## config.mk

```make
export PLATFORM = sky130hd
export DESIGN_NAME = prefix_expression_evaluator_core
export DESIGN_NICKNAME = d
export VERILOG_FILES = /design/src/pee_pkg.sv /design/src/prefix_expression_evaluator_core.sv /design/src/pee_cell.sv /design/src/pee_divider.sv
export SDC_FILE = /design/constraint.sdc
export NUM_CORES = 2
export LEC_CHECK = 0
export BUFFER_PORTS_ARGS = -buffer_cell sky130_fd_sc_hd__buf_2
export CORE_MARGIN = 2
export CORE_UTILIZATION = 30
export CTS_BUF_LIST = sky130_fd_sc_hd__clkbuf_4
export CTS_CLUSTER_DIAMETER = 100
export DETAILED_ROUTE_END_ITERATION = 8
export GPL_ROUTABILITY_DRIVEN = 0
export PLACE_DENSITY = 0.45
export SETUP_SLACK_MARGIN = 0.3
export SYNTH_ARGS = -nofsm -noshare
export SYNTH_HDL_FRONTEND = slang
export SYNTH_SLANG_ARGS = --single-unit
```

## constraint.sdc

```tcl
create_clock -name clk_i -period 126.2 [get_ports clk_i]
set_clock_uncertainty 0.1 [all_clocks]
set_input_delay 12.62 -clock clk_i [delete_from_list [all_inputs] [get_ports clk_i]]
set_output_delay 12.62 -clock clk_i [all_outputs]
set_load 0.02 [all_outputs]
```

## src/pee_pkg.sv

```systemverilog
// shared types and constants of the prefix expression evaluator
`timescale 1ns / 1ps

package pee_pkg;

  localparam int unsigned DataW = 32;

  // character codes
  localparam logic [7:0] CharZero  = 8'd48;
  localparam logic [7:0] CharNine  = 8'd57;
  localparam logic [7:0] CharPlus  = 8'h2B;
  localparam logic [7:0] CharMinus = 8'h2D;
  localparam logic [7:0] CharStar  = 8'h2A;
  localparam logic [7:0] CharSlash = 8'h2F;

  typedef enum logic [2:0] {
    STATUS_OK        = 3'd0,
    STATUS_UNDERFLOW = 3'd1,
    STATUS_OVERFLOW  = 3'd2,
    STATUS_DIVZERO   = 3'd3,
    STATUS_EMPTY     = 3'd4
  } status_e;

  // what each stack cell does in a cycle
  typedef enum logic [1:0] {
    CELL_HOLD,
    CELL_PUSH,
    CELL_POP
  } cell_op_e;

  typedef enum logic [2:0] {
    ST_IDLE,
    ST_EXEC,
    ST_MUL,
    ST_DIV,
    ST_FIN
  } state_e;

  typedef struct packed {
    logic [7:0] char_code;
    logic       is_last;
  } in_item_t;

  typedef struct packed {
    logic signed [DataW-1:0] result_value;
    status_e                 status;
  } out_item_t;

endpackage

```

## src/prefix_expression_evaluator_core.sv

```systemverilog
// Prefix expression evaluator: characters arrive last to first, a stack of
// shifting cells holds the operands.
// Characters are taken one at a time in idle and worked in execute; multiply
// adds a state for the registered product, divide waits on the iterative
// divider (one quotient bit per cycle). Finish registers the final result.
// Reset empties the stack and clears the held error.
`timescale 1ns / 1ps

module prefix_expression_evaluator_core #(
  parameter int unsigned STACK_DEPTH = 64
) (
  input  logic               clk_i,
  input  logic               rst_ni,
  input  logic               in_valid_i,
  output logic               in_ready_o,
  input  pee_pkg::in_item_t  in_data_i,
  output logic               out_valid_o,
  input  logic               out_ready_i,
  output pee_pkg::out_item_t out_data_o
);
  import pee_pkg::*;

  localparam int unsigned CntW = $clog2(STACK_DEPTH + 1);

  state_e           state_q, state_d;
  logic [CntW-1:0]  count_q, count_d;
  status_e          err_q, err_d;
  logic [7:0]       char_q;
  logic             last_q;
  logic [DataW-1:0] prod_q;
  logic             out_valid_q, out_valid_d;
  out_item_t        out_data_q;

  logic [DataW-1:0] cell_data [STACK_DEPTH];
  cell_op_e         cell_op;
  logic [DataW-1:0] push_val;
  logic             in_ready;
  logic             out_load;
  logic             out_free;
  logic             div_start;
  logic             div_done;
  logic [DataW-1:0] div_quo;
  logic [DataW-1:0] top_a, top_b;
  logic             is_digit, is_op, enough, b_zero, stack_full;

  // operand views and character decode
  assign top_a      = cell_data[0];
  assign top_b      = cell_data[1];
  assign is_digit   = (char_q >= CharZero) && (char_q <= CharNine);
  assign is_op      = (char_q == CharPlus) || (char_q == CharMinus) ||
                      (char_q == CharStar) || (char_q == CharSlash);
  assign enough     = count_q >= CntW'(2);
  assign stack_full = count_q >= CntW'(STACK_DEPTH);
  assign b_zero     = top_b == '0;
  assign out_free   = !out_valid_q || out_ready_i;

  // next state
  always_comb begin
    state_d = state_q;
    unique case (state_q)
      ST_IDLE: if (in_valid_i) state_d = ST_EXEC;
      ST_EXEC: begin
        if (is_op && enough && char_q == CharStar) begin
          state_d = ST_MUL;
        end else if (is_op && enough && char_q == CharSlash && !b_zero) begin
          state_d = ST_DIV;
        end else begin
          state_d = ST_FIN;
        end
      end
      ST_MUL: state_d = ST_FIN;
      ST_DIV: if (div_done) state_d = ST_FIN;
      ST_FIN: if (!last_q || out_free) state_d = ST_IDLE;
      default: state_d = ST_IDLE;
    endcase
  end

  // stack control, error tracking and result load
  always_comb begin
    in_ready  = 1'b0;
    cell_op   = CELL_HOLD;
    push_val  = '0;
    count_d   = count_q;
    err_d     = err_q;
    div_start = 1'b0;
    out_load  = 1'b0;
    unique case (state_q)
      ST_IDLE: in_ready = 1'b1;
      ST_EXEC: begin
        if (is_digit) begin
          if (!stack_full) begin
            cell_op  = CELL_PUSH;
            push_val = DataW'(char_q - CharZero);
            count_d  = count_q + CntW'(1);
          end else if (err_q == STATUS_OK) begin
            err_d = STATUS_OVERFLOW;
          end
        end else if (is_op) begin
          if (!enough) begin
            if (err_q == STATUS_OK) err_d = STATUS_UNDERFLOW;
          end else begin
            case (char_q)
              CharPlus: begin
                cell_op  = CELL_POP;
                push_val = top_a + top_b;
                count_d  = count_q - CntW'(1);
              end
              CharMinus: begin
                cell_op  = CELL_POP;
                push_val = top_a - top_b;
                count_d  = count_q - CntW'(1);
              end
              CharSlash: begin
                if (b_zero) begin
                  cell_op  = CELL_POP;
                  push_val = '0;
                  count_d  = count_q - CntW'(1);
                  if (err_q == STATUS_OK) err_d = STATUS_DIVZERO;
                end else begin
                  div_start = 1'b1;
                end
              end
              default: cell_op = CELL_HOLD;
            endcase
          end
        end
      end
      ST_MUL: begin
        cell_op  = CELL_POP;
        push_val = prod_q;
        count_d  = count_q - CntW'(1);
      end
      ST_DIV: begin
        if (div_done) begin
          cell_op  = CELL_POP;
          push_val = div_quo;
          count_d  = count_q - CntW'(1);
        end
      end
      ST_FIN: begin
        if (last_q && out_free) begin
          out_load = 1'b1;
          count_d  = '0;
          err_d    = STATUS_OK;
        end
      end
      default: in_ready = 1'b0;
    endcase
  end

  // output slot
  always_comb begin
    out_valid_d = out_valid_q;
    if (out_load) begin
      out_valid_d = 1'b1;
    end else if (out_ready_i) begin
      out_valid_d = 1'b0;
    end
  end

  // control registers
  always_ff @(posedge clk_i or negedge rst_ni) begin
    if (!rst_ni) begin
      state_q     <= ST_IDLE;
      count_q     <= '0;
      err_q       <= STATUS_OK;
      out_valid_q <= 1'b0;
    end else begin
      state_q     <= state_d;
      count_q     <= count_d;
      err_q       <= err_d;
      out_valid_q <= out_valid_d;
    end
  end

  // payload registers
  always_ff @(posedge clk_i) begin
    if (in_valid_i && in_ready) begin
      char_q <= in_data_i.char_code;
      last_q <= in_data_i.is_last;
    end
    if (state_q == ST_EXEC) begin
      prod_q <= top_a * top_b;
    end
    if (out_load) begin
      out_data_q.result_value <= (count_q != '0) ? $signed(top_a) : '0;
      if (err_q != STATUS_OK) begin
        out_data_q.status <= err_q;
      end else if (count_q == '0) begin
        out_data_q.status <= STATUS_EMPTY;
      end else begin
        out_data_q.status <= STATUS_OK;
      end
    end
  end

  // stack as a row of cells, top at index zero
  for (genvar i = 0; i < STACK_DEPTH; i++) begin : g_cell
    logic [DataW-1:0] prev_val, next_val;
    if (i == 0) begin : g_top
      assign prev_val = push_val;
      assign next_val = push_val;
    end else if (i == STACK_DEPTH - 1) begin : g_bottom
      assign prev_val = cell_data[i-1];
      assign next_val = '0;
    end else begin : g_mid
      assign prev_val = cell_data[i-1];
      assign next_val = cell_data[i+1];
    end
    pee_cell u_cell (
      .clk_i  (clk_i),
      .op_i   (cell_op),
      .prev_i (prev_val),
      .next_i (next_val),
      .data_o (cell_data[i])
    );
  end

  pee_divider u_divider (
    .clk_i      (clk_i),
    .rst_ni     (rst_ni),
    .start_i    (div_start),
    .dividend_i (top_a),
    .divisor_i  (top_b),
    .done_o     (div_done),
    .quotient_o (div_quo)
  );

  assign in_ready_o  = in_ready;
  assign out_valid_o = out_valid_q;
  assign out_data_o  = out_data_q;

endmodule

```

## src/pee_cell.sv

```systemverilog
// one stack entry: holds, takes the entry above it on push, or the one below on pop
`timescale 1ns / 1ps

module pee_cell (
  input  logic                     clk_i,
  input  pee_pkg::cell_op_e        op_i,
  input  logic [pee_pkg::DataW-1:0] prev_i,
  input  logic [pee_pkg::DataW-1:0] next_i,
  output logic [pee_pkg::DataW-1:0] data_o
);
  import pee_pkg::*;

  logic [DataW-1:0] data_q;

  // shift toward the bottom on push, toward the top on pop
  always_ff @(posedge clk_i) begin
    case (op_i)
      CELL_PUSH: data_q <= prev_i;
      CELL_POP:  data_q <= next_i;
      default:   data_q <= data_q;
    endcase
  end

  assign data_o = data_q;

endmodule

```

## src/pee_divider.sv

```systemverilog
// iterative signed divider, one quotient bit per cycle, truncates toward zero
`timescale 1ns / 1ps

module pee_divider (
  input  logic                      clk_i,
  input  logic                      rst_ni,
  input  logic                      start_i,
  input  logic [pee_pkg::DataW-1:0] dividend_i,
  input  logic [pee_pkg::DataW-1:0] divisor_i,
  output logic                      done_o,
  output logic [pee_pkg::DataW-1:0] quotient_o
);
  import pee_pkg::*;

  localparam int unsigned CntW = $clog2(DataW);

  logic            busy_q, busy_d;
  logic            done_q, done_d;
  logic [CntW-1:0] cnt_q, cnt_d;
  logic [DataW-1:0] rem_q, rem_d;
  logic [DataW-1:0] quo_q, quo_d;
  logic [DataW-1:0] div_q, div_d;
  logic            neg_q, neg_d;
  logic [DataW:0]  rem_shift;
  logic [DataW:0]  rem_sub;

  assign rem_shift = {rem_q, quo_q[DataW-1]};
  assign rem_sub   = rem_shift - {1'b0, div_q};

  // restoring step and start of a new division
  always_comb begin
    busy_d = busy_q;
    done_d = 1'b0;
    cnt_d  = cnt_q;
    rem_d  = rem_q;
    quo_d  = quo_q;
    div_d  = div_q;
    neg_d  = neg_q;
    if (start_i) begin
      busy_d = 1'b1;
      cnt_d  = CntW'(DataW - 1);
      rem_d  = '0;
      quo_d  = dividend_i[DataW-1] ? (DataW'(0) - dividend_i) : dividend_i;
      div_d  = divisor_i[DataW-1] ? (DataW'(0) - divisor_i) : divisor_i;
      neg_d  = dividend_i[DataW-1] ^ divisor_i[DataW-1];
    end else if (busy_q) begin
      if (!rem_sub[DataW]) begin
        rem_d = rem_sub[DataW-1:0];
        quo_d = {quo_q[DataW-2:0], 1'b1};
      end else begin
        rem_d = rem_shift[DataW-1:0];
        quo_d = {quo_q[DataW-2:0], 1'b0};
      end
      cnt_d = cnt_q - CntW'(1);
      if (cnt_q == '0) begin
        busy_d = 1'b0;
        done_d = 1'b1;
      end
    end
  end

  // control state
  always_ff @(posedge clk_i or negedge rst_ni) begin
    if (!rst_ni) begin
      busy_q <= 1'b0;
      done_q <= 1'b0;
    end else begin
      busy_q <= busy_d;
      done_q <= done_d;
    end
  end

  // datapath
  always_ff @(posedge clk_i) begin
    cnt_q <= cnt_d;
    rem_q <= rem_d;
    quo_q <= quo_d;
    div_q <= div_d;
    neg_q <= neg_d;
  end

  assign done_o     = done_q;
  assign quotient_o = neg_q ? (DataW'(0) - quo_q) : quo_q;

endmodule

```

Word level (Yosys, flattened, before mapping) --
Cells that the tools add are included.
Word-level totals: word-level logic and storage cells 284, register bits after elaboration 2242
Cells by class: bitwise operators 1, magnitude comparators 4, equal/unequal tests 25, multipliers 1, mux-type cells 130, add/subtract/negate cells 10, reduce and logical (&&, ||, !) cells 32
Operator list (count):
- 32-bit one-hot mux with 2 select lines | 64
- 32-bit 2-to-1 mux | 10
- 32-bit one-hot mux with 3 select lines | 1
- 1-bit by 32-bit subtractor with 32-bit output, first input constant | 3
- 3-bit 2-to-1 mux | 17
- 7-bit 2-to-1 mux | 7
- 33-bit by 32-bit subtractor with 33-bit output | 1
- 32-bit adder | 1
- 8-bit by 6-bit == test with 1-bit output, second input constant | 4
- 32-bit zero test | 1
- 32-bit by 32-bit multiplier with 32-bit output | 1
- 32-bit subtractor | 1
- 31-bit 2-to-1 mux | 1
- 7-bit one-hot mux with 4 select lines | 1
- 4-bit != test, second input constant | 5
- 1-bit 2-to-1 mux | 19
- 3-bit != test, second input constant | 6
- 3-bit one-hot mux with 5 select lines | 1
- 7-bit one-hot mux with 2 select lines | 1
- 2-bit 2-to-1 mux | 5
- 9-bit AND reduction | 1
- 8-bit by 6-bit subtractor with 9-bit output, second input constant | 1
- 8-bit by 6-bit >= comparator with 1-bit output, second input constant | 1
- 8-bit by 6-bit less-or-equal comparator with 1-bit output, second input constant | 1
- 29 further kinds | 49

Depth between registers and ports, before layout --
word-level depth 10, mapped depth 27, depth with buffers taken out 25

By module --
Synthesis repeated with hierarchy kept, for this count alone.
Second synthesis, totals: cell total of the unflattened synthesis 7831, area total of the unflattened synthesis 127471.0 sq um
Modules (own cells, without submodules):
- pee_cell | area an instance 1525.2 sq um, times used 64, cells an instance 71, seq. area each 960.9 sq um
- prefix_expression_evaluator_core | area an instance 22052.4 sq um, times used 1, cells an instance 2404, seq. area each 2607.5 sq um
- pee_divider | area an instance 7805.0 sq um, times used 1, cells an instance 883, seq. area each 2742.6 sq um

Worst setup path before layout --
OpenSTA, ideal clock, no wires.
path type register to register, from register char_q[5], to register g_cell[0].u_cell.data_q[0], enable pin, arrival 41.844 ns, clock period less this slack 44.320 ns, cell stages (with the launch flop) 9, library setup time 2.376 ns, path slack 81.880 ns, buffers on the path 0, cells stage by stage edfxtp_1 > ha_1 > or4b_1 > a21o_1 > a211o_1 > nor3_1 > inv_1 > ha_1 > inv_1
On the way: longest elaborated chain between the ends 9, elaborated cells between the ends (all ways) 19, those cells by class 2 x order compare; 6 x eq/ne; 5 x mux; 6 x reduce/logical
Ends and longest elaborated chain:
- from (decl) | line prefix_expression_evaluator_core.sv:28 | logic [7:0] char_q;
- from (signal assigned) | line prefix_expression_evaluator_core.sv:179 | char_q <= in_data_i.char_code;
- 8-bit by 6-bit == test with 1-bit output | line prefix_expression_evaluator_core.sv:50, prefix_expression_evaluator_core.sv:102
- 2-bit OR reduction (no line) or 1-bit logical OR (tied branches)
- 2-bit one-hot mux with 2 select lines or 1-bit logical OR (tied branches) | line prefix_expression_evaluator_core.sv:102, prefix_expression_evaluator_core.sv:50
- 2-bit 2-to-1 mux or 1-bit logical OR (tied branches) | line prefix_expression_evaluator_core.sv:99, prefix_expression_evaluator_core.sv:51
- 2-bit 2-to-1 mux | line prefix_expression_evaluator_core.sv:98 | end else if (is_op) begin
- 2-bit 2-to-1 mux * | line prefix_expression_evaluator_core.sv:90 | if (is_digit) begin
- 2-bit one-hot mux with 3 select lines * | line prefix_expression_evaluator_core.sv:87 | unique case (state_q)
- 2-bit by 1-bit == test with 1-bit output or 2-bit == test (tied branches) | line pee_cell.sv:17 | case (op_i)
- 2-bit OR reduction (no line) *
- to (signal assigned) | line pee_cell.sv:18 | CELL_PUSH: data_q <= prev_i;
- to (signal assigned) | line pee_cell.sv:19 | CELL_POP: data_q <= next_i;
- to (signal assigned) | line pee_cell.sv:20 | default: data_q <= data_q;
- to (decl) | line pee_cell.sv:13 | logic [DataW-1:0] data_q;
Every way passes the cells marked *; elsewhere a longest branch is shown, timed or not. A chain may end at the register's enable or synchronous reset.

Final worst setup path --
from register state_q[2], to output port in_ready_o
On the way: longest elaborated chain between the ends 2
Ends and longest elaborated chain:
- from (decl) | line prefix_expression_evaluator_core.sv:25 | state_e state_q, state_d;
- from (signal assigned) | line prefix_expression_evaluator_core.sv:169 | state_q <= state_d;
- 3-bit zero test | line prefix_expression_evaluator_core.sv:87
- 1-bit 2-to-1 mux | line prefix_expression_evaluator_core.sv:87
- to (decl) | line prefix_expression_evaluator_core.sv:15 | output logic in_ready_o,
Every way passes these cells.

==> flow_summary_export.csv <==
group,metric,value,unit
status,status,"completed",
global_route,grt_pass1_wl,372000,um
sta,tightest_slew,1.27,ns
synthesis,syn_area,115000,um^2
routing,viasPerCell,4.61,
pwr,power_density,15.9,nW/um^2
layout,mostFrequentLayoutCell,"edfxtp_1",
flow_run,max-cap-violations,0,
worst_setup_path,cp_slowest_stage_delay,0.47,ns
worst_setup_path,worstPathArrival,2.43,ns
synthesis,synth.largest_area_cell,"edfxtp_1",
global_route,grtUsageTotal,0.117,
cts,cts-resized-gates,0,
cts,cts_tree,"built",
worst_setup_path,cp_slowest_cell,"dfrtp_1",
worst_setup_path,reg2reg_slack,116.96,ns
routing,postRouteAntennaNets,0,
global_route,use_met3,0.0249,
worst_setup_path,worstSetupPathType,"flop to output port",
synthesis,synthTopCellsByArea,"edfxtp_1, mux2_2, fa_1, ha_1, and2_1",
pwr,switchingPower,0.000595,W
global_route,antenna_found_initial,14,
layout,drive_gt1_frac,0.381,
sta,maxSlewViolCount,0,
sta,max-slew-margin-rel,0.145,
global_route,grtUsageMet2,0.183,
routing,wl_per_cell,17.1,um
cts,clock-sinks,2241,
placement,hpwl,142000,um
pwr,p_seq_frac,0.429,
sta,hold_violations,0,
cts,insertion_delay,1.43,ns
floorplan,rows,226,
cts,cts_setup_buffers,0,
routing,drc,0,
cts,clockBufferDepth,4,
layout,final_cell_mix,"edfxtp_1, mux2_2, clkbuf_4, inv_1, nand2_1",
global_route,grt_use_met1,0.160,
sta,finalSetupViolCount,0,
routing,drt_wl_total,231000,um
synthesis,synth_flop_cell,"edfxtp_1",
sta,setup_tns,0,ns
floorplan,start_util,0.302,
floorplan,core,379000,um^2
placement,port_buffers,49,
cts,numCtsBuffers,637,
floorplan,die_w,622,um
placement,dp_cells,12375,
synthesis,synthDominantCellAreaShare,0.574,
pwr,p_leak,44.9,nW
synthesis,synth_edf_count,2189,
cts,path_clk_slew,0.07,ns
pwr,p_clk_frac,0.334,
synthesis,ys_seq_area_frac,0.583,
cts,root_buffer,"clkbuf_4",
routing,drtPass1Iterations,5,
synthesis,yosys.cell_types.count,75,
sta,min_period_over_period,0.120,
pwr,combPwrFrac,0.238,
floorplan,die_h,622,um
synthesis,postSynthCellCount,7617,
global_route,busiest_layer,"met2",
layout,instances_no_fill,13514,
floorplan,dieArea,387000,um^2
worst_setup_path,crit_required,113.48,ns
worst_setup_path,startpoint_type,"flop",
synthesis,synth-seq-cells,2241,
global_route,grt_start_max_net_pins,187,
global_route,overflow,0,
layout,area_growth_syn_to_layout,12.4,%
pwr,internal_power,0.00145,W
routing,drtIter0Drc,4265,
cts,htree_levels,6,
worst_setup_path,crit_fanout,11,
sta,rsz0062_at_grt,"false",
min_path,hp-class,"flop to flop",
global_route,grt_pass1_vias,67206,
routing,vias,62347,
floorplan,num_io_pins,50,
sta,finalCriticalPeriod,15.15,ns
cts,cts_hold_buf,0,
pwr,netSwitchingFraction,0.291,
sta,fmax,0.0660,GHz
worst_setup_path,cp-end-kind,"output port",
synthesis,syn_nets,8238,
pwr,vdd_drop_max,0.0315,mV
synthesis,ys_async_sr_fraction,0.00669,
synthesis,synth.avg_cell_area,15.0,um^2
layout,final_nets,8619,
worst_setup_path,crit_path_cell_trace,"nor3_1 > buf_2",
layout,fillers,37186,
synthesis,ys_warn_count,0,
==> worst max-delay path, delay by kind of cell, from the launching register on <==
| family | cells | cell delay, ns |
|---|---|---|
| flip-flops | 1 | 0.47 |
| AND/OR/NAND/NOR | 1 | 0.32 |
| buffers and inverters | 1 | 0.23 |
==> cells by family (layout without fill, tap and decap cells) <==
group / Yosys count / after routing / share of synthesized area
and+or+nand+nor: 1087 / 1087 / 0.0483
muxes: 2018 / 2018 / 0.198
adders and majority gates: 608 / 608 / 0.0933
DFF: 2241 / 2241 / 0.583
AOI/OAI and AO/OA: 509 / 509 / 0.0279
xor gates and xnor gates: 257 / 257 / 0.0196
buffers and inverters: 897 / 1759 / 0.0295
other: 0 / 19 / 0
==> power by group through the flow <==
stage	clock (W)	combinational [W]	sequential (W)
final	0.000682	0.000486	0.000876
after global routing	0.000759	0.000560	0.000878
after CTS	0.000722	0.000498	0.000876
after detailed placement	0	0.000493	0.000892
after global placement	0	0.000491	0.000891
after floorplan	0	0.000369	0.000924
==> routing by layer <==
metal	part of all wire	routed length, um	vias to the layer above
li1	-	-	29037
met1	0.47	108000	31523
met2	0.45	105000	1265
met3	0.051	11800	512
met4	0.027	6150	10
met5	0.00029	68	-
==> registers in the layout (all words and copies together), names as in the netlist <==
signal                count
u_divider.cnt_q           5
u_divider.div_q          32
out_data_o               35
u_divider.done_o          1
prod_q                   32
last_q                    1
out_valid_o               1
u_divider.neg_q           1
count_q                   7
u_divider.rem_q          32
char_q                    8
u_divider.quo_q          32
g_cell.u_cell.data_o   2048
state_q                   3
u_divider.busy_q          1
err_q                     2
==> final cells by class <==
cell class	instances	area, um^2	area share
clock buffers	968	7270	0.0564
inverters	469	1770	0.0137
diodes	19	47.5	0.000369
multi-input cells	4479	44400	0.345
repair buffers	170	1240	0.00962
clock inverters	152	935	0.00726
flip-flops and latches	2241	66800	0.519
well taps	5016	6280	0.0487
==> synth_stat cells, drive strengths merged (27+ instances only) <==
cell / instances
nand2: 417
mux2i: 33
edfxtp: 2189
clkbuf: 417
fa: 410
xor2: 101
mux2: 1985
nor2b: 47
a21oi: 116
and2: 335
o21ai: 186
xnor2: 156
dfxtp: 37
o31ai: 27
inv: 469
a21o: 33
nor2: 107
nor3: 31
ha: 198
==> stage by stage <==
stage           util  instance area, um^2  worst slack, ns  hold slack (ns)  power [W]
6_report       0.339               129000           111.05            0.387    0.00204
2_1_floorplan      -               115000            81.88            0.358    0.00129
4_1_cts        0.339               129000           110.78            0.385    0.00210
3_3_place_gp   0.318               120000           111.31            0.371    0.00138
5_1_grt        0.339               129000           110.84            0.418    0.00220
3_5_place_dp   0.318               121000           111.24            0.383    0.00138
==> path summary, 6_finish.rpt <==
kind,start,end,cells past startpoint
worst max-delay path,state_q[2]$_DFFE_PN0P_,in_ready_o,2
worst max register to register,g_cell[1].u_cell.data_o[3]$_DFFE_PP_,g_cell[47].u_cell.data_o[14]$_DFFE_PP_,14
worst min register to register,g_cell[38].u_cell.data_o[8]$_DFFE_PP_,g_cell[37].u_cell.data_o[8]$_DFFE_PP_,1
max in group asynchronous,rst_ni,err_q[1]$_DFFE_PN0P_,1
worst min-delay path,g_cell[38].u_cell.data_o[8]$_DFFE_PP_,g_cell[37].u_cell.data_o[8]$_DFFE_PP_,1
min in group asynchronous,rst_ni,state_q[2]$_DFFE_PN0P_,1
Note: power is estimated with default switching activity, not from simulation.
